File: src/rtl/odf_pkg.sv
// ----------------------------------------------------------------------------
// odf_pkg
// Shared widths and the command and status words that pass between the
// controller and the datapath of the duplicate filter.
// ----------------------------------------------------------------------------
package odf_pkg;

    localparam int VALUE_W  = 32;
    localparam int UCOUNT_W = 7;

    // Commands from the controller to the datapath
    typedef struct packed {
        logic load;     // latch a new word and restart the scan
        logic scan;     // issue the next table read, compare returned data
        logic finish;   // store if new, update count, register the result
    } odf_cmd_t;

    // Status from the datapath to the controller
    typedef struct packed {
        logic hit;        // word already found in the table
        logic scan_done;  // all stored entries read and compared
    } odf_stat_t;

endpackage

File: src/rtl/odf_ctrl.sv
// ----------------------------------------------------------------------------
// odf_ctrl
// Controller for the duplicate filter: sequences load, table scan and finish.
// ----------------------------------------------------------------------------
module odf_ctrl (
    input  logic              clk,
    input  logic              rst_n,
    input  logic              start,
    input  odf_pkg::odf_stat_t stat,
    output odf_pkg::odf_cmd_t cmd,
    output logic              busy
);
    import odf_pkg::*;

    localparam logic [1:0] ST_IDLE   = 2'd0;
    localparam logic [1:0] ST_SCAN   = 2'd1;
    localparam logic [1:0] ST_FINISH = 2'd2;

    logic [1:0] state_reg;
    logic [1:0] state_next;

    // Advance the state
    always_comb
    begin
        state_next = state_reg;
        case (state_reg)
            ST_IDLE:
            begin
                if (start)
                begin
                    state_next = ST_SCAN;
                end
            end
            ST_SCAN:
            begin
                if (stat.hit || stat.scan_done)
                begin
                    state_next = ST_FINISH;
                end
            end
            ST_FINISH:
            begin
                state_next = ST_IDLE;
            end
            default:
            begin
                state_next = ST_IDLE;
            end
        endcase
    end

    always_ff @(posedge clk or negedge rst_n)
    begin
        if (!rst_n)
        begin
            state_reg <= ST_IDLE;
        end
        else
        begin
            state_reg <= state_next;
        end
    end

    // Decode commands
    always_comb
    begin
        cmd.load   = (state_reg == ST_IDLE) && start;
        cmd.scan   = (state_reg == ST_SCAN);
        cmd.finish = (state_reg == ST_FINISH);
    end

    assign busy = (state_reg != ST_IDLE);

endmodule

File: src/rtl/odf_dp.sv
// ----------------------------------------------------------------------------
// odf_dp
// Datapath for the duplicate filter: entry memory, scan pointer, comparator,
// entry count and result registers.
// ----------------------------------------------------------------------------
module odf_dp #(
    parameter int TABLE_DEPTH = 64
) (
    input  logic                                 clk,
    input  logic                                 rst_n,
    input  odf_pkg::odf_cmd_t                    cmd,
    output odf_pkg::odf_stat_t                   stat,
    input  logic signed [odf_pkg::VALUE_W-1:0]   value,
    input  logic                                 last,
    output logic                                 result_valid,
    output logic signed [odf_pkg::VALUE_W-1:0]   value_out,
    output logic                                 is_unique,
    output logic [odf_pkg::UCOUNT_W-1:0]         unique_count,
    output logic                                 overflow,
    output logic                                 last_out
);
    import odf_pkg::*;

    localparam int ADDR_W = $clog2(TABLE_DEPTH);
    localparam int CNT_W  = $clog2(TABLE_DEPTH + 1);
    localparam logic [CNT_W-1:0] CNT_FULL = CNT_W'(TABLE_DEPTH);
    localparam logic [CNT_W-1:0] CNT_ONE  = CNT_W'(1);

    logic signed [VALUE_W-1:0] mem [TABLE_DEPTH];

    logic signed [VALUE_W-1:0] value_reg;
    logic                      last_reg;
    logic [CNT_W-1:0]          count_reg;
    logic [CNT_W-1:0]          idx_reg;
    logic signed [VALUE_W-1:0] rd_data_reg;
    logic                      rd_valid_reg;
    logic                      hit_reg;

    logic                      issue;
    logic                      match;
    logic                      is_new;
    logic                      full;
    logic                      store;
    logic [CNT_W-1:0]          count_after;
    logic [CNT_W+UCOUNT_W-1:0] count_ext;

    // Compare returned data and decide whether to issue another read
    assign issue  = cmd.scan && (idx_reg < count_reg);
    assign match  = cmd.scan && rd_valid_reg && (rd_data_reg == value_reg);
    assign is_new = !hit_reg;
    assign full   = (count_reg == CNT_FULL);
    assign store  = is_new && !full;
    assign count_after = store ? count_reg + CNT_ONE : count_reg;
    assign count_ext   = {{UCOUNT_W{1'b0}}, count_after};

    always_comb
    begin
        stat.hit       = hit_reg || match;
        stat.scan_done = !(idx_reg < count_reg) && !rd_valid_reg;
    end

    // Entry memory: one write port, one registered read port
    always_ff @(posedge clk)
    begin
        if (cmd.finish && store)
        begin
            mem[count_reg[ADDR_W-1:0]] <= value_reg;
        end
        if (issue)
        begin
            rd_data_reg <= mem[idx_reg[ADDR_W-1:0]];
        end
    end

    // Hold the word under test
    always_ff @(posedge clk)
    begin
        if (cmd.load)
        begin
            value_reg <= value;
            last_reg  <= last;
        end
    end

    // Advance the scan pointer and track hits
    always_ff @(posedge clk or negedge rst_n)
    begin
        if (!rst_n)
        begin
            idx_reg      <= '0;
            rd_valid_reg <= 1'b0;
            hit_reg      <= 1'b0;
        end
        else if (cmd.load)
        begin
            idx_reg      <= '0;
            rd_valid_reg <= 1'b0;
            hit_reg      <= 1'b0;
        end
        else if (cmd.scan)
        begin
            rd_valid_reg <= issue;
            hit_reg      <= hit_reg || match;
            if (issue)
            begin
                idx_reg <= idx_reg + CNT_ONE;
            end
        end
        else
        begin
            rd_valid_reg <= 1'b0;
        end
    end

    // Update the entry count; clear it after the last word of a set
    always_ff @(posedge clk or negedge rst_n)
    begin
        if (!rst_n)
        begin
            count_reg <= '0;
        end
        else if (cmd.finish)
        begin
            count_reg <= last_reg ? '0 : count_after;
        end
    end

    // Register the result and pulse the strobe for one cycle
    always_ff @(posedge clk or negedge rst_n)
    begin
        if (!rst_n)
        begin
            result_valid <= 1'b0;
        end
        else
        begin
            result_valid <= cmd.finish;
        end
    end

    always_ff @(posedge clk)
    begin
        if (cmd.finish)
        begin
            value_out    <= value_reg;
            is_unique    <= store;
            unique_count <= count_ext[UCOUNT_W-1:0];
            overflow     <= is_new && full;
            last_out     <= last_reg;
        end
    end

endmodule

File: src/rtl/order_preserving_dedup_filter.sv
// ----------------------------------------------------------------------------
// order_preserving_dedup_filter
// Streams the words of a set and flags each one that is seen for the first
// time, keeping the distinct words in a table in order of first arrival.
// ----------------------------------------------------------------------------
// A word is taken when start is high and busy is low. The block then reads
// the stored entries one per cycle through the single read port of the entry
// memory and stops early on a match; a word that matches none of the entries
// stored so far in the set is compared with all of them. result_valid marks
// the result on the result ports for exactly one cycle, in the cycle busy
// falls; the receiver must take it then, as there is no way to hold it off.
// A new word that meets a full table is flagged overflow and is not stored.
// The table empties after a word with last set; unique_count carries the low
// 7 bits of the count.
module order_preserving_dedup_filter #(
    parameter int TABLE_DEPTH = 64
) (
    input  logic                                clk,
    input  logic                                rst_n,
    input  logic                                start,
    output logic                                busy,
    input  logic signed [odf_pkg::VALUE_W-1:0]  value,
    input  logic                                last,
    output logic                                result_valid,
    output logic signed [odf_pkg::VALUE_W-1:0]  value_out,
    output logic                                is_unique,
    output logic [odf_pkg::UCOUNT_W-1:0]        unique_count,
    output logic                                overflow,
    output logic                                last_out
);
    import odf_pkg::*;

    odf_cmd_t  cmd;
    odf_stat_t stat;

    odf_ctrl u_ctrl (
        .clk   (clk),
        .rst_n (rst_n),
        .start (start),
        .stat  (stat),
        .cmd   (cmd),
        .busy  (busy)
    );

    odf_dp #(
        .TABLE_DEPTH (TABLE_DEPTH)
    ) u_dp (
        .clk          (clk),
        .rst_n        (rst_n),
        .cmd          (cmd),
        .stat         (stat),
        .value        (value),
        .last         (last),
        .result_valid (result_valid),
        .value_out    (value_out),
        .is_unique    (is_unique),
        .unique_count (unique_count),
        .overflow     (overflow),
        .last_out     (last_out)
    );

endmodule

File: config.mk
export PLATFORM = sky130hd
export DESIGN_NAME = order_preserving_dedup_filter
export DESIGN_NICKNAME = d
export VERILOG_FILES = /design/src/rtl/odf_pkg.sv /design/src/rtl/odf_ctrl.sv /design/src/rtl/odf_dp.sv /design/src/rtl/order_preserving_dedup_filter.sv
export SDC_FILE = /design/constraint.sdc
export NUM_CORES = 2
export LEC_CHECK = 0
export BUFFER_PORTS_ARGS = -buffer_cell sky130_fd_sc_hd__buf_2
export CORE_MARGIN = 5
export CORE_UTILIZATION = 57
export DETAILED_ROUTE_END_ITERATION = 7
export PLACE_DENSITY = 0.7
export SLEW_MARGIN = 40
export SYNTH_ARGS = -nofsm -noshare
export SYNTH_HDL_FRONTEND = slang
export SYNTH_SLANG_ARGS = --single-unit
File: constraint.sdc
create_clock -name clk -period 7.64 [get_ports clk]
set_input_delay 0.382 -clock clk [delete_from_list [all_inputs] [get_ports clk]]
set_output_delay 0.382 -clock clk [all_outputs]
set_load 0.01 [all_outputs]
# Word level (Yosys, flattened, before mapping)
# Memories as Yosys holds them, arrays and structs flattened. A register that Yosys moved wholly into a read port is not among the register bits.
# Cells that the tools add are included.
# word_totals
ff_bits	94
latch_bits	0
ram_bits	2048
rom_bits	0
n_memories	1
# classes
addsub	2
multipliers	0
div_mod_pow	0
n_lt_le_gt_ge	1
n_eq_ne	6
n_shift	0
mux	14
bitwise_logic	0
n_reduce_logical	20
# mem_list
name	depth	width	rd	rd_clocked_by_memory_dff	wr	line	text
u_dp.mem	64	32	1	1	1	odf_dp.sv:29	logic signed [VALUE_W-1:0] mem [TABLE_DEPTH];
# op_table
operator	n
2-to-1 mux 7 bit	5
equality test 32 bit	1
adder 7 x 1 -> 7 bit (second input constant)	2
logical AND 1 bit	8
equality test 7 bit (second input constant)	1
less-than comparator 7 bit	1
2-to-1 mux 1 bit	6
nonzero test 2 bit	3
logical NOT 1 bit	4
2-to-1 mux 2 bit	2
inequality test 2 bit (second input constant)	2
case mux 2 bit (2 select lines)	1
AND reduction 2 bit	2
equality test 2 x 1 -> 1 bit (second input constant)	1
equality test 2 bit (second input constant)	1
logical NOT 2 bit	1
logical OR 1 bit	2

# Depth between registers and ports, before layout
# logic_depth
word_depth	7
ltp_mapped	11
ltp_nobuf	9

# By module
# From an unflattened synthesis, not the netlist that was laid out.
# hier_totals
cells_unflattened	3610
area_unflattened_um2	82805.7
# by_module_without_submodules
module	instances	cells_each	area_each_um2	seq_area_each_um2
odf_dp	1	3600	82688.1	65137.5
odf_ctrl	1	10	117.6	50.0

# Worst setup path after synthesis
# No wires, ideal clock.
# synth_path
path_type	register to register
start	reg u_dp.count_reg[1]
end	mem u_dp.mem[14][0], enable pin
arrival_time_ps	2949
required_time_ps	7219
slack_ps	4270
stages_incl_launch_ff	8
path_buffers	0
period_less_slack_ps	3370
path_cell_list	dfrtp_1 > inv_1 > ha_1 > nand2_1 > nor3_2 > nor4_1 > nand3_1 > nor2_1
# synth_between
elab_chain_cells	6
# synth_rtl
item	line	text
from (decl)	odf_dp.sv:33	logic [CNT_W-1:0] count_reg;
from (signal assigned)	odf_dp.sv:124	count_reg <= last_reg ? '0 : count_after;
equality test 7 bit	odf_dp.sv:51	assign full = (count_reg == CNT_FULL);
logical NOT 1 bit	odf_dp.sv:52	assign store = is_new && !full;
logical AND 1 bit	odf_dp.sv:52	
logical AND 1 bit	odf_dp.sv:65	if (cmd.finish && store)
2-to-1 mux 1 bit	odf_dp.sv:65	
2-to-1 mux 1 bit (not written as such)	odf_dp.sv:67	mem[count_reg[ADDR_W-1:0]] <= value_reg;
to (decl)	odf_dp.sv:29	
# Parallel ways exist; a longest one is shown, timed or not.

# Worst setup path in the final report
# layout_path
start	reg u_dp.idx_reg[0]
end	reg u_dp.rd_data_reg[12], read port of u_dp.mem (data pin)
# layout_between
elab_chain_cells	2
# layout_rtl
item	line	text
from (decl)	odf_dp.sv:34	logic [CNT_W-1:0] idx_reg;
from (signal assigned)	odf_dp.sv:106	idx_reg <= idx_reg + CNT_ONE;
less-than comparator 7 bit	odf_dp.sv:48	assign issue = cmd.scan && (idx_reg < count_reg);
logical AND 1 bit	odf_dp.sv:48	
to (decl)	odf_dp.sv:35	logic signed [VALUE_W-1:0] rd_data_reg;
# Parallel ways exist; a longest one is shown, timed or not.
# A chain may end at the register's enable or synchronous reset.

==> flow_summary.toml <==
[critical_path]
crit_path_top_delay_cell = "sky130_fd_sc_hd__dfrtp_4"
worst_path_largest_cell_delay_ns = 0.90
reg2reg_from = "u_dp.idx_reg[0]"
worst-endpoint-arrival_ns = 4.70
critical_path.startpoint_type = "flip-flop"
timing.critical_path.from = "u_dp.idx_reg[0]"
worstRegToRegCells = 6
timing.critical_path.to_type = "flip-flop"
regToRegEndpoint = "u_dp.rd_data_reg[12]"
path_delay_family = "compound AO/OA/AOI/OAI gates"
setup.worst_path.end = "u_dp.rd_data_reg[12]"
timing.critical_path.required_ns = 8.18
regToRegSetupSlack_ns = 3.48
timing.critical_path.depth = 6
most_frequent_cell_on_the_critical_path = "sky130_fd_sc_hd__buf_4"
critPathMaxFanout = 32
crit_chain = "buf_4, buf_4, mux4_2, a22o_1, a221oi_1, o221ai_1"
critPathKind = "reg2reg"
path_buf_inv = 2

[finish]
final.fill_count = 8875
final_layout_size_suffix_gt1_frac = 0.285
final_common_cell = "sky130_fd_sc_hd__edfxtp_1"
final_standard_cell_utilization_of_the_core = 0.663
finish.net_count = 4039
finalInstanceArea_sq_um = 95300
largest_register_ffs = 2048
areaGrowthSynthToFinish_pct = 15.3
layout.cells.most_common_list = "sky130_fd_sc_hd__edfxtp_1 (2155), sky130_fd_sc_hd__mux4_2 (485), sky130_fd_sc_hd__clkbuf_16 (208)"

[clocking]
ctsHtreeMaxLevel = 4
clock_sink_count = 2174
max-clock-path-buffers = 3
postCtsSetupBuffers = 0
clock_tree_from_tritoncts = "yes"
cts.root.buffer_cell = "sky130_fd_sc_hd__clkbuf_16"
post_cts_hold_buffer_count = 34
cts.clk_slew.worst_paths_ns = 0.06
clock_latency_ns = 0.85
tritoncts.num_buffers = 207
ctsResizeCount = 0

[timing]
max_clock_freq_mhz = 240
finalSetupViolations = 0
timing.hold.ws_ns = 0.0903
tightestPinTransition_ns = 0.970
skew_ns = 0.0363
timing.setup.tns_ns = 0
final_period_minus_worst_setup_slack_ns = 4.16
slew_headroom = 0.349
unrepaired_setup_endpoints_after_global_routing = "false"
fin_crit_sh = 0.545
slew_violations = 0
finalHoldViolCount = 0

[yosys]
synth_enable_flop_cells = 2155
muxShareOfSynthArea = 0.151
postSynth.topFlopCell = "sky130_fd_sc_hd__edfxtp_1"
synthXorXnorAreaFrac = 0.00424
synth_simple_gate_area_share = 0.0109
netlist_area_sq_um = 82700
synth_compound_area_frac = 0.0308
synth_nets = 3691
synth.avg_cell_area_sq_um = 22.7
post_synth_fa_ha_maj_area_fraction = 0.00136
synth_top_family_by_area = "multiplexers"
async_flop_share = 0.00874
postSynthRegisterBits = 2174
ys_seq_area_frac = 0.789
synthesis.instances = 3646
yosysWarningCount = 0
yosys.cell_types.count = 51

[job]
max_cap_violations = 0

[floorplanning]
ios = 80
chipHeight_um = 391
floorplan.core_area_sq_um = 144000
start_util = 0.575
chipWidth_um = 391
floorplan.die_area_sq_um = 153000
num_rows = 139

[place]
gpl.final_weighted_congestion = 0.928
io_buffer_count = 79
dpl.hpwl_mm = 136
post_dp_cell_area_sq_um = 88200

[power_and_ir_drop]
cellPowerDensity_nw_per_um2 = 306
total_leakage_power_nw = 29.1
power.combinational.fraction = 0.169
pwr-share-clk = 0.348
power_report.internal_total_w = 0.0213
netSwitchingPower_w = 0.00781
switching_part_of_the_total_power = 0.268
sequential_fraction_of_design_power = 0.483
maximum_resistive_drop_on_vdd_mv = 0.250

[grt]
grt_antenna_before_repair = 14
grt-ovfl-total = 0
grt_max_degree = 117
first_global_vias = 40200
grt_first_pass_wirelength_mm = 307
groute.usage.overall = 0.289

[routing]
final_antenna_net_count = 0
drc_errors = 0
firstDrtPassIters = 6
wirelength_mm = 219
drt_iter0_drc = 6280
detailroute.via_count = 41200
routedWlPerCell_um = 36.0
route.detailed.vias_per_inst = 6.78

[outcome]
status = "finished, final reports clean"

[hold_path]
hold_class = "in2reg"
==> per-stage QoR <==
stage	power (W)	setup WS, ns	std cells
6_report	0.0291	3.48	6078
5_1_grt	0.0300	3.36	6074
4_1_cts	0.0292	3.43	6071
3_5_place_dp	0.0192	3.47	5651
3_3_place_gp	0.0191	3.20	5544
2_1_floorplan	0.0171	4.27	3646
==> kinds of logic after synthesis <==
kind of cell             count (synthesis)
AND/OR/NAND/NOR                        206
multiplexers                           638
adder cells (fa/ha/maj)                  9
XOR/XNOR                                40
buffers and inverters                  209
flip-flops                            2174
AO/OA/AOI/OAI                          370
==> cell usage after synthesis (all sizes together) (4+ instances only) <==
cell,instances,share of area
a221oi,72,0.0076
nand3,13,0.00079
clkbuf,93,0.0042
ha,9,0.0014
a21oi,41,0.0025
a22o,23,0.0024
nor4,5,0.00038
dfrtp,19,0.0058
xnor2,37,0.0039
inv,16,0.00073
edfxtp,2155,0.78
nand2b,7,0.00053
o21ai,101,0.0061
mux2,9,0.0012
mux4,485,0.13
a22oi,69,0.0063
a31oi,23,0.0017
nand2,45,0.0020
nor2,103,0.0047
nor3,6,0.00042
buf,99,0.0083
or3,4,0.00030
o221ai,16,0.0017
mux2i,144,0.017
o211ai,8,0.00073
nor2b,7,0.00053
nand4,8,0.00061
==> routing by layer <==
layer	track usage	vias to the layer above	wire, um
met3	0.0622	385	24500
met5	0	-	0
met1	0.419	21700	81600
met2	0.444	2827	104000
li1	-	16300	-
met4	0.108	0	9100
==> worst register-to-register path: stages (launching register included) <==
cell,delay (ns)
sky130_fd_sc_hd__dfrtp_4,0.90
sky130_fd_sc_hd__buf_4,0.64
sky130_fd_sc_hd__buf_4,0.45
sky130_fd_sc_hd__mux4_2,0.58
sky130_fd_sc_hd__a22o_1,0.30
sky130_fd_sc_hd__a221oi_1,0.74
sky130_fd_sc_hd__o221ai_1,0.26
==> layout make-up <==
class / count / area, sq um / area share
clock buffers: 240 / 5330 / 0.0559
flip-flops and latches: 2174 / 65200 / 0.684
well taps: 1903 / 2380 / 0.0250
clock inverters: 146 / 1380 / 0.0145
diodes: 4 / 10.0 / 0.000105
inverters: 17 / 65.1 / 0.000682
repair buffers: 331 / 3960 / 0.0415
multi-input cells: 1263 / 17000 / 0.178
==> power groups by stage <==
stage | Sequential [W] | Combinational (W) | Clock, W
6_report | 0.0141 | 0.00493 | 0.0101
2_1_floorplan | 0.0145 | 0.00259 | 0
5_1_grt | 0.0141 | 0.00512 | 0.0108
4_1_cts | 0.0141 | 0.00491 | 0.0102
3_5_place_dp | 0.0143 | 0.00489 | 0
3_3_place_gp | 0.0143 | 0.00478 | 0
==> worst min path at each step <==
stage | startpoint | endpoint | slack, ns | cells after the start
finish | start | u_dp.hit_reg | 0.09 | 4
global route | start | u_dp.hit_reg | 0.11 | 4
CTS | start | u_dp.hit_reg | 0.02 | 4
detailed placement | rst_n | u_dp.result_valid | 0.41 | 1
floorplan | rst_n | u_ctrl.state_reg[0] | 0.09 | 0
global placement | rst_n | u_dp.result_valid | 0.42 | 1
No activity file was read; power rests on OpenSTA's default activity.
